==> config.mk <==
export PLATFORM = sky130hd
export DESIGN_NAME = bucketed_hash_table_top_flat
export DESIGN_NICKNAME = d
export VERILOG_FILES = /design/src/hw/rtl/bht_pkg.sv /design/src/hw/rtl/bht_req_if.sv /design/src/hw/rtl/bht_rsp_if.sv /design/src/hw/rtl/bht_ram.sv /design/src/hw/rtl/bucketed_hash_table_top.sv /design/src/flat_wrapper.sv
export SDC_FILE = /design/constraint.sdc
export NUM_CORES = 2
export LEC_CHECK = 0
export ABC_AREA = 1
export ABC_CLOCK_PERIOD_IN_PS = 14550
export BUFFER_PORTS_ARGS = -buffer_cell sky130_fd_sc_hd__buf_2
export CAP_MARGIN = 25
export CELL_PAD_IN_SITES_DETAIL_PLACEMENT = 1
export CELL_PAD_IN_SITES_GLOBAL_PLACEMENT = 1
export CORE_ASPECT_RATIO = 1.2
export CORE_MARGIN = 1
export CORE_UTILIZATION = 47
export DETAILED_ROUTE_END_ITERATION = 8
export PLACE_DENSITY = 0.75
export SLEW_MARGIN = 20
export SYNTH_ARGS = -nofsm -noshare
export SYNTH_HDL_FRONTEND = slang
export SYNTH_SLANG_ARGS = --single-unit
==> constraint.sdc <==
create_clock -name clock -period 14.55 [get_ports clock]
set_input_delay 0.7275 -clock clock [delete_from_list [all_inputs] [get_ports clock]]
set_output_delay 0.7275 -clock clock [all_outputs]
set_load 0.02 [all_outputs]
==> src/hw/rtl/bht_pkg.sv <==
// ----------------------------------------------------------------------------
// bht_pkg: shared definitions for the bucketed hash table
// Field widths, command and status codes, default sizing.
// ----------------------------------------------------------------------------
package bht_pkg;

   // Fixed field widths of the request and response beats
   localparam int KEY_W    = 16;
   localparam int STATUS_W = 2;
   localparam int BUCKET_W = 4;

   // Default sizing
   localparam int NUM_BUCKETS_DEF  = 11;
   localparam int BUCKET_DEPTH_DEF = 8;
   localparam int KEY_BITS_DEF     = 16;

   // Commands
   localparam logic CMD_INSERT = 1'b0;
   localparam logic CMD_SEARCH = 1'b1;

   // Response status codes
   localparam logic [STATUS_W-1:0] ST_INSERTED = 2'd0;
   localparam logic [STATUS_W-1:0] ST_FOUND    = 2'd1;
   localparam logic [STATUS_W-1:0] ST_MISSING  = 2'd2;
   localparam logic [STATUS_W-1:0] ST_FULL     = 2'd3;

endpackage

==> src/hw/rtl/bht_req_if.sv <==
// ----------------------------------------------------------------------------
// bht_req_if: request channel
// Valid/ready channel carrying one command and key per beat.
// ----------------------------------------------------------------------------
interface bht_req_if
   import bht_pkg::*;
();
   logic             valid;
   logic             ready;
   logic             command;
   logic [KEY_W-1:0] key;

   modport source (output valid, output command, output key, input ready);
   modport sink   (input valid, input command, input key, output ready);
endinterface

==> src/hw/rtl/bht_rsp_if.sv <==
// ----------------------------------------------------------------------------
// bht_rsp_if: response channel
// Valid/ready channel carrying one status and bucket index per beat.
// ----------------------------------------------------------------------------
interface bht_rsp_if
   import bht_pkg::*;
();
   logic                valid;
   logic                ready;
   logic [STATUS_W-1:0] status;
   logic [BUCKET_W-1:0] bucket;

   modport source (output valid, output status, output bucket, input ready);
   modport sink   (input valid, input status, input bucket, output ready);
endinterface

==> src/hw/rtl/bht_ram.sv <==
// ----------------------------------------------------------------------------
// bht_ram: generic single-port-write, single-port-read RAM
// One write and one registered read per cycle.
// ----------------------------------------------------------------------------
module bht_ram #(
   parameter int WIDTH = 16,
   parameter int DEPTH = 88,
   localparam int AW   = (DEPTH > 1) ? $clog2(DEPTH) : 1
) (
   input  logic             clock,
   input  logic             wr_en,
   input  logic [AW-1:0]    wr_addr,
   input  logic [WIDTH-1:0] wr_data,
   input  logic             rd_en,
   input  logic [AW-1:0]    rd_addr,
   output logic [WIDTH-1:0] rd_data
);

   logic [WIDTH-1:0] mem [DEPTH];
   logic [WIDTH-1:0] rd_data_ff;

   always_ff @(posedge clock) begin
      if (wr_en) begin
         mem[wr_addr] <= wr_data;
      end
      if (rd_en) begin
         rd_data_ff <= mem[rd_addr];
      end
   end

   assign rd_data = rd_data_ff;

endmodule

==> src/hw/rtl/bucketed_hash_table_top.sv <==
// ----------------------------------------------------------------------------
// bucketed_hash_table_top: bounded-bucket hash table with modulo hashing
// Insert and search of keys; bucket = key mod NUM_BUCKETS.
// ----------------------------------------------------------------------------
// Usage:
//   req_bus (sink): one beat = command (0 insert, 1 search) + key. Only the
//     low KEY_BITS bits of the key are used.
//   rsp_bus (source): exactly one beat per request = status + bucket.
//     status: 0 inserted, 1 found, 2 not found, 3 bucket full (dropped).
//     bucket is the bucket index, low 4 bits.
// Sequence:
//   accept, a quotient state (key times reciprocal on the shared
//   multiplier), a remainder state (key minus quotient times NUM_BUCKETS on
//   the same multiplier), a lookup state, a RAM read then a compare per
//   compared entry, and a finish state. An insert reads no entries; a search
//   compares at most BUCKET_DEPTH entries, stopping at the first match.
//   One request is in flight at a time; req_bus.ready is high only idle.
// Stall: the result sits in an output register; the block goes back to
//   idle and takes the next request while it waits. A second result waits
//   in the finish state until rsp_bus.ready frees the output register.
// Reset: synchronous, active high. Clears all fill counts and control;
//   the entry RAM is not cleared, entries at or above a bucket's fill
//   count are never read.
// ----------------------------------------------------------------------------
module bucketed_hash_table_top
   import bht_pkg::*;
#(
   parameter int NUM_BUCKETS  = NUM_BUCKETS_DEF,
   parameter int BUCKET_DEPTH = BUCKET_DEPTH_DEF,
   parameter int KEY_BITS     = KEY_BITS_DEF
) (
   input  logic     clock,
   input  logic     reset,
   bht_req_if.sink   req_bus,
   bht_rsp_if.source rsp_bus
);

   // Derived widths
   localparam int KW      = (KEY_BITS < KEY_W) ? KEY_BITS : KEY_W;   // stored key
   localparam int IDXW    = (NUM_BUCKETS > 1) ? $clog2(NUM_BUCKETS) : 1;
   localparam int LOG_N   = $clog2(NUM_BUCKETS);
   localparam int SHIFT   = KW + LOG_N;                              // reciprocal scale
   localparam int MW      = SHIFT + 1;                               // multiplier B side
   localparam int PW      = KW + MW;                                 // full product
   localparam int DW      = (KW > IDXW) ? KW : IDXW;                 // remainder math
   localparam int SW      = $clog2(BUCKET_DEPTH + 1);                // fill count / slot
   localparam int ENTRIES = NUM_BUCKETS * BUCKET_DEPTH;
   localparam int AW      = (ENTRIES > 1) ? $clog2(ENTRIES) : 1;

   // ceil(2^SHIFT / N): quotient is exact for every KW-bit key
   localparam logic [MW-1:0] RECIP = MW'(((64'd1 << SHIFT) + 64'(NUM_BUCKETS - 1))
                                         / 64'(NUM_BUCKETS));

   typedef enum logic [6:0] {
      S_IDLE   = 7'b0000001,
      S_HASH   = 7'b0000010,
      S_REDUCE = 7'b0000100,
      S_LOOKUP = 7'b0001000,
      S_READ   = 7'b0010000,
      S_CMP    = 7'b0100000,
      S_FINISH = 7'b1000000
   } state_type;

   state_type           state_ff, state_in;
   logic                cmd_ff, cmd_in;
   logic [KW-1:0]       key_ff, key_in;
   logic [KW-1:0]       quot_ff, quot_in;
   logic [IDXW-1:0]     rem_ff, rem_in;
   logic [SW-1:0]       slot_ff, slot_in;
   logic [STATUS_W-1:0] status_ff, status_in;

   logic                rsp_valid_ff, rsp_valid_in;
   logic [STATUS_W-1:0] rsp_status_ff, rsp_status_in;
   logic [BUCKET_W-1:0] rsp_bucket_ff, rsp_bucket_in;

   // Per-bucket fill counts
   logic [SW-1:0]       fill_ff [NUM_BUCKETS];
   logic                fill_we;

   // Shared multiplier
   logic [KW-1:0]       mul_a;
   logic [MW-1:0]       mul_b;
   logic [PW-1:0]       mul_prod;
   logic [DW-1:0]       rem_full;

   logic [IDXW-1:0]     bucket_idx;
   logic [SW-1:0]       fill_sel;
   logic [SW-1:0]       slot_inc;
   logic [AW-1:0]       base_addr;

   // RAM port
   logic                ram_we;
   logic                ram_re;
   logic [AW-1:0]       ram_waddr;
   logic [AW-1:0]       ram_raddr;
   logic [KW-1:0]       ram_rdata;

   assign bucket_idx = rem_ff;
   assign fill_sel   = fill_ff[bucket_idx];
   assign slot_inc   = slot_ff + SW'(1);
   assign base_addr  = AW'(bucket_idx) * AW'(BUCKET_DEPTH);
   assign ram_waddr  = base_addr + AW'(fill_sel);
   assign ram_raddr  = base_addr + AW'(slot_ff);

   // Hash cycle: key * RECIP, quotient in the upper bits.
   // Reduce cycle: quotient * N, remainder = key - product (mod 2^DW).
   assign mul_a    = (state_ff == S_HASH) ? key_ff : quot_ff;
   assign mul_b    = (state_ff == S_HASH) ? RECIP : MW'(NUM_BUCKETS);
   assign mul_prod = PW'(mul_a) * PW'(mul_b);
   assign rem_full = DW'(key_ff) - mul_prod[DW-1:0];

   always_comb begin
      state_in      = state_ff;
      cmd_in        = cmd_ff;
      key_in        = key_ff;
      quot_in       = quot_ff;
      rem_in        = rem_ff;
      slot_in       = slot_ff;
      status_in     = status_ff;
      rsp_valid_in  = rsp_valid_ff && !rsp_bus.ready;
      rsp_status_in = rsp_status_ff;
      rsp_bucket_in = rsp_bucket_ff;
      fill_we       = 1'b0;
      ram_we        = 1'b0;
      ram_re        = 1'b0;

      case (state_ff)
         S_IDLE: begin
            if (req_bus.valid) begin
               cmd_in   = req_bus.command;
               key_in   = req_bus.key[KW-1:0];
               state_in = S_HASH;
            end
         end
         S_HASH: begin
            quot_in  = mul_prod[SHIFT +: KW];
            state_in = S_REDUCE;
         end
         S_REDUCE: begin
            rem_in   = rem_full[IDXW-1:0];
            state_in = S_LOOKUP;
         end
         S_LOOKUP: begin
            slot_in = '0;
            if (cmd_ff == CMD_INSERT) begin
               if (fill_sel >= SW'(BUCKET_DEPTH)) begin
                  status_in = ST_FULL;
               end else begin
                  ram_we    = 1'b1;
                  fill_we   = 1'b1;
                  status_in = ST_INSERTED;
               end
               state_in = S_FINISH;
            end else if (fill_sel == '0) begin
               status_in = ST_MISSING;
               state_in  = S_FINISH;
            end else begin
               state_in = S_READ;
            end
         end
         S_READ: begin
            ram_re   = 1'b1;
            state_in = S_CMP;
         end
         S_CMP: begin
            if (ram_rdata == key_ff) begin
               status_in = ST_FOUND;
               state_in  = S_FINISH;
            end else if (slot_inc >= fill_sel) begin
               status_in = ST_MISSING;
               state_in  = S_FINISH;
            end else begin
               slot_in  = slot_inc;
               state_in = S_READ;
            end
         end
         S_FINISH: begin
            // Output register free, or freed by this cycle's handshake
            if (!rsp_valid_ff || rsp_bus.ready) begin
               rsp_valid_in  = 1'b1;
               rsp_status_in = status_ff;
               rsp_bucket_in = BUCKET_W'(bucket_idx);
               state_in      = S_IDLE;
            end
         end
         default: begin
            state_in = S_IDLE;
         end
      endcase
   end

   always_ff @(posedge clock) begin
      if (reset) begin
         state_ff     <= S_IDLE;
         rsp_valid_ff <= 1'b0;
         for (int i = 0; i < NUM_BUCKETS; i++) begin
            fill_ff[i] <= '0;
         end
      end else begin
         state_ff     <= state_in;
         rsp_valid_ff <= rsp_valid_in;
         if (fill_we) begin
            fill_ff[bucket_idx] <= fill_sel + SW'(1);
         end
      end
   end

   // Payload, no reset needed
   always_ff @(posedge clock) begin
      cmd_ff        <= cmd_in;
      key_ff        <= key_in;
      quot_ff       <= quot_in;
      rem_ff        <= rem_in;
      slot_ff       <= slot_in;
      status_ff     <= status_in;
      rsp_status_ff <= rsp_status_in;
      rsp_bucket_ff <= rsp_bucket_in;
   end

   bht_ram #(
      .WIDTH (KW),
      .DEPTH (ENTRIES)
   ) u_entries (
      .clock   (clock),
      .wr_en   (ram_we),
      .wr_addr (ram_waddr),
      .wr_data (key_ff),
      .rd_en   (ram_re),
      .rd_addr (ram_raddr),
      .rd_data (ram_rdata)
   );

   assign req_bus.ready  = (state_ff == S_IDLE);
   assign rsp_bus.valid  = rsp_valid_ff;
   assign rsp_bus.status = rsp_status_ff;
   assign rsp_bus.bucket = rsp_bucket_ff;

endmodule
==> src/flat_wrapper.sv <==
// flat-port wrapper written by rule: the top's interface ports become plain ports
module bucketed_hash_table_top_flat import bht_pkg::*;
#(
   parameter int NUM_BUCKETS  = NUM_BUCKETS_DEF,
   parameter int BUCKET_DEPTH = BUCKET_DEPTH_DEF,
   parameter int KEY_BITS     = KEY_BITS_DEF
)
  (clock, reset, req_bus_valid, req_bus_command, req_bus_key, req_bus_ready, rsp_bus_valid, rsp_bus_status, rsp_bus_bucket, rsp_bus_ready);
  bht_req_if req_bus_i ();
  bht_rsp_if rsp_bus_i ();
  input  logic clock;
  input  logic reset;
  input wire logic [$bits(req_bus_i.valid)-1:0] req_bus_valid;
  input wire logic [$bits(req_bus_i.command)-1:0] req_bus_command;
  input wire logic [$bits(req_bus_i.key)-1:0] req_bus_key;
  output wire logic [$bits(req_bus_i.ready)-1:0] req_bus_ready;
  output wire logic [$bits(rsp_bus_i.valid)-1:0] rsp_bus_valid;
  output wire logic [$bits(rsp_bus_i.status)-1:0] rsp_bus_status;
  output wire logic [$bits(rsp_bus_i.bucket)-1:0] rsp_bus_bucket;
  input wire logic [$bits(rsp_bus_i.ready)-1:0] rsp_bus_ready;
  assign req_bus_i.valid = req_bus_valid;
  assign req_bus_i.command = req_bus_command;
  assign req_bus_i.key = req_bus_key;
  assign req_bus_ready = req_bus_i.ready;
  assign rsp_bus_valid = rsp_bus_i.valid;
  assign rsp_bus_status = rsp_bus_i.status;
  assign rsp_bus_bucket = rsp_bus_i.bucket;
  assign rsp_bus_i.ready = rsp_bus_ready;
  bucketed_hash_table_top #(.NUM_BUCKETS(NUM_BUCKETS), .BUCKET_DEPTH(BUCKET_DEPTH), .KEY_BITS(KEY_BITS)) u_core (.clock(clock), .reset(reset), .req_bus(req_bus_i), .rsp_bus(rsp_bus_i));
endmodule
==> results by stage <==
Timing:
- The worst clock skew is between 0.05 and 0.06 ns.
- The total count of hold-check failures in the final report was 0.
- The summed negative setup slack over all endpoints is 0 ns.
- The number of max-slew violations in the final report is 0.
- Setup violations remaining at the end of the flow were counted as 0.
- Setup repair after global routing left no endpoint under its margin.
- The clock period could shrink to between 7 and 8 ns.
- The actual slew at the worst max-slew pin is 1.218 ns.
- The remaining max-slew budget at the tightest pin is 18.80%.
- The final setup slack of the worst path is around 7 ns.
- The peak clock frequency supported by timing is around 130 MHz.
- The final period utilization is a little over half.

CTS:
- The maximum level of the CTS H-tree is 4.
- The number of hold buffers added after CTS was 0.
- In this run the deepest clock path goes through 3 buffers.
- The clock latency on the worst-skew pair is a little over 0.8 ns.
- TritonCTS built the clock tree.
- The register clock-pin slew on the reported worst setup and hold paths is 0.06 ns.
- Counting the buffers created by CTS gives approximately 150.
- The number of gates resized after CTS was 0.
- In this run the post-CTS setup repair buffer count came out at 0.
- The clock sink total is 1546.
- The root buffer cell chosen for the clock tree is clkbuf_16.

Drt:
- The number of design-rule violations left by the first detailed-router iteration is approximately 4.4k.
- In the routed design, unresolved DRC markers number 0.
- The first detailed-routing pass took 5 iterations.
- The number of antenna-violating nets in the routed design is 0.
- The final layout contains routed wiring with a total length of slightly above 200000 µm.
- Summing over every cut layer, the via total after detailed routing is approximately 45k.
- The via density per instance is 6.112.
- The routed wirelength normalized by instance count is 27.69 µm.

Worst hold path:
- The source of the worst hold timing path is req_bus_key[6].
- The hold path endpoint is u_core.key_ff[6]$_DFFE_PP_.
- The worst hold path depth is 1.
- The kind of path behind the tightest hold check is in2reg.

Critical path:
- The launching point of the worst reg2reg path is u_core.state_ff[3]$_SDFFE_PP0P_.
- The setup check on the worst reg-to-reg path leaves a slack of 6.97 ns.
- For the worst setup path, the data arrival time is just over 8 ns.
- The kind of start point of the critical path is a flip-flop.
- Among all stages on the critical path, the largest delay is contributed by fa_1.
- The peak fanout along the critical path is 35.
- The most frequent cell on the critical path is inv_1.
- STA puts the critical path data required time at roughly 15 ns.
- The critical path in this run is classified as reg2reg.
- STA classifies the critical path endpoint as a flip-flop.
- In this design, the stage delay of the slowest critical-path cell is 0.54 ns.
- The critical path starts at u_core.state_ff[3]$_SDFFE_PP0P_.
- The worst-case reg-to-reg path depth is 28.
- The capturing point of the worst reg2reg path is u_core.quot_ff[11]$_DFFE_PP_.

GRT:
- The via count of the first global-routing pass is between 40k and 50k.
- Global routing finished with a remaining overflow of 0.
- The initial antenna violation count is 2.
- Global routing used between 20 and 30% of the available tracks across all layers.
- Entering global routing, the biggest net connects roughly 200 pins.
- The wire length of the first global-routing pass is 303200 µm.

Floorplan:
- The floorplan step set the die height to around 420 µm.
- For this design the top-level I/O count stands at 29.
- The starting density of the core is between 40% and 50%.
- The die is roughly 350 µm wide.
- The count of standard-cell rows is 151.
- The floorplan step defined a die boundary enclosing 144700 µm².
- In this run the standard cell core region covers between 100000 and 150000 µm².

Pwr:
- For this design the static power due to leakage is ~26 nW.
- The power per cell area is roughly 120 nW/µm².
- The largest voltage drop on the vdd net is 0.0001383 V.

Placed design:
- At the placement stage, the worst setup path has a slack of around 7 ns.
- The number of port buffers is 28.
- Routability-driven placement finished with a final weighted congestion of approximately 0.87.
- The HPWL after detailed placement is around 120000 µm.

Layout:
- The layout-stage area growth over the synthesis result is 10.84%.
- The final-stage net count is 5771.
- In the layout the commonest cells are 1530 x edfxtp_1, 1011 x nor2_1, 816 x o21ai_0.
- The commonest non-fill, non-tap cell in the layout is edfxtp_1.
- In the final layout, the share of cells above drive strength 1 is under 10%.

Synthesis:
- Counting flops with an async set or reset pin after synthesis yields a share of 0%.
- edfxtp_1 takes more of the synthesized area than any other cell.
- Synthesis inferred ~1.5k register bits.
- The yosys synthesis warning count is 0.
- The part of the Yosys area used for sequential elements is 68.73%.
- The number of different library cells in the post-synthesis netlist is 44.
- Yosys attributes the largest share of cell area to edfxtp_1 68%, o21ai_0 6.1%, nor2_1 5.7%.
- The synthesized instance count is 5463.
- Yosys mapped a number of flops with a built-in enable equal to 1530.
- The area of the mapped netlist is a little under 70000 µm².
- In this run the biggest area consumer among cell types represents between 60% and 70% of the synthesized area.
- The predominant post-synthesis flop cell is edfxtp_1.
- The synthesized area per cell is about 12 µm².
- The synthesized net count is 5755.

Status:
- The flow ran to the end, and the final reports show no timing, DRC or antenna violations.

Job:
- Max-cap violations in this run came to 0.
[state kept, by name, summed over array words and instances, names as in the netlist, 4 cells and up, named ones only]
signal                    flops
u_core.slot_ff                4
u_core.bucket_idx             4
u_core.state_ff               7
u_core.u_entries.rd_data     16
u_core.key_ff                16
u_core.quot_ff               13
u_core.fill_ff               64
u_core.rsp_bus.bucket         4
u_core.u_entries.mem       1408
[per-stage QoR]
stage | hold WS, ns | std cells | total power [mW] | area [µm²] | util [%]
CTS | 0.04838 | 7428 | 9.258 | 74580 | 52.63
floorplan | 0.4003 | 5463 | 5.286 | 67310 | -
global placement | 0.5042 | 7157 | 5.445 | 69760 | 49.23
detailed placement | 0.5223 | 7159 | 5.460 | 69770 | 49.24
global route | 0.06787 | 7430 | 9.432 | 74610 | 52.65
finish | 0.09305 | 7430 | 9.224 | 74610 | 52.65
[layout make-up]
type	instances	area, µm²
sequential	1546	46260
fill	14400	67090
clock inverter	79	784.5
tap	1836	2297
antenna	1	2.502
inverter	311	1187
clock buffer	190	4020
timing repair buffer	192	1454
multi-input combinational	3275	18600
[critical path, delay by kind of cell (launching register included)]
family	cells	cell delay, ns
xor+xnor	1	0.16
buf+inv	9	1.31
flops	1	0.35
compound gates	7	1.37
simple gates	4	1.14
fa+ha+maj	7	2.98
[synth_stat cells (6+ instances only)]
| cell type | instances |
|---|---|
| edfxtp_1 | 1530 |
| nor2_1 | 1014 |
| o21ai_0 | 816 |
| nand2_1 | 354 |
| inv_1 | 300 |
| o22ai_1 | 300 |
| clkbuf_1 | 249 |
| nand3_1 | 218 |
| ha_1 | 164 |
| fa_1 | 107 |
| o221ai_1 | 65 |
| a21oi_1 | 62 |
| buf_2 | 46 |
| buf_1 | 31 |
| o211ai_1 | 30 |
| xnor2_1 | 27 |
| o21ai_1 | 21 |
| dfxtp_1 | 16 |
| xor2_1 | 13 |
| nand4_1 | 11 |
| o211a_1 | 10 |
| inv_2 | 9 |
| nor3_1 | 8 |
| and3_1 | 6 |
| nor4_1 | 6 |
[per-layer routing]
layer	vias to the layer above	global-route usage [%]	routed length (µm)
met3	475	4.300	13570
met4	2	15.14	11240
met1	23389	34.58	78070
li1	19746	-	-
met2	1801	48.06	102800
met5	-	0	13
[worst max path at each step]
stage          slack (ns)                           end  cells past startpoint
4_1_cts              6.96  u_core.quot_ff[11]$_DFFE_PP_                     28
6_report             6.97  u_core.quot_ff[11]$_DFFE_PP_                     28
5_1_grt              6.56  u_core.quot_ff[11]$_DFFE_PP_                     28
3_5_place_dp         7.01  u_core.quot_ff[11]$_DFFE_PP_                     28
3_3_place_gp         7.08  u_core.quot_ff[11]$_DFFE_PP_                     28
2_1_floorplan        7.85  u_core.quot_ff[11]$_DFFE_PP_                     24
[power by group]
part | switching [mW] | leakage (nW) | internal, mW
combinational | 0.312 | 9.63 | 0.114
clock | 1.73 | 2.34 | 2.12
sequential | 0.0103 | 13.9 | 4.93
total | 2.05 | 25.9 | 7.17
[cells by family (layout without fill, tap and decap cells)]
group,count (synthesis),after routing,synth area share (%)
AOI/OAI and AO/OA,1325,1325,11.04
buffers and inverters,642,772,3.694
other,2,3,0.01116
DFF,1546,1546,68.73
and+or+nand+nor,1637,1637,9.776
xor gates and xnor gates,40,40,0.5205
adders and majority gates,271,271,6.231
No activity file was read; power rests on OpenSTA's default activity.
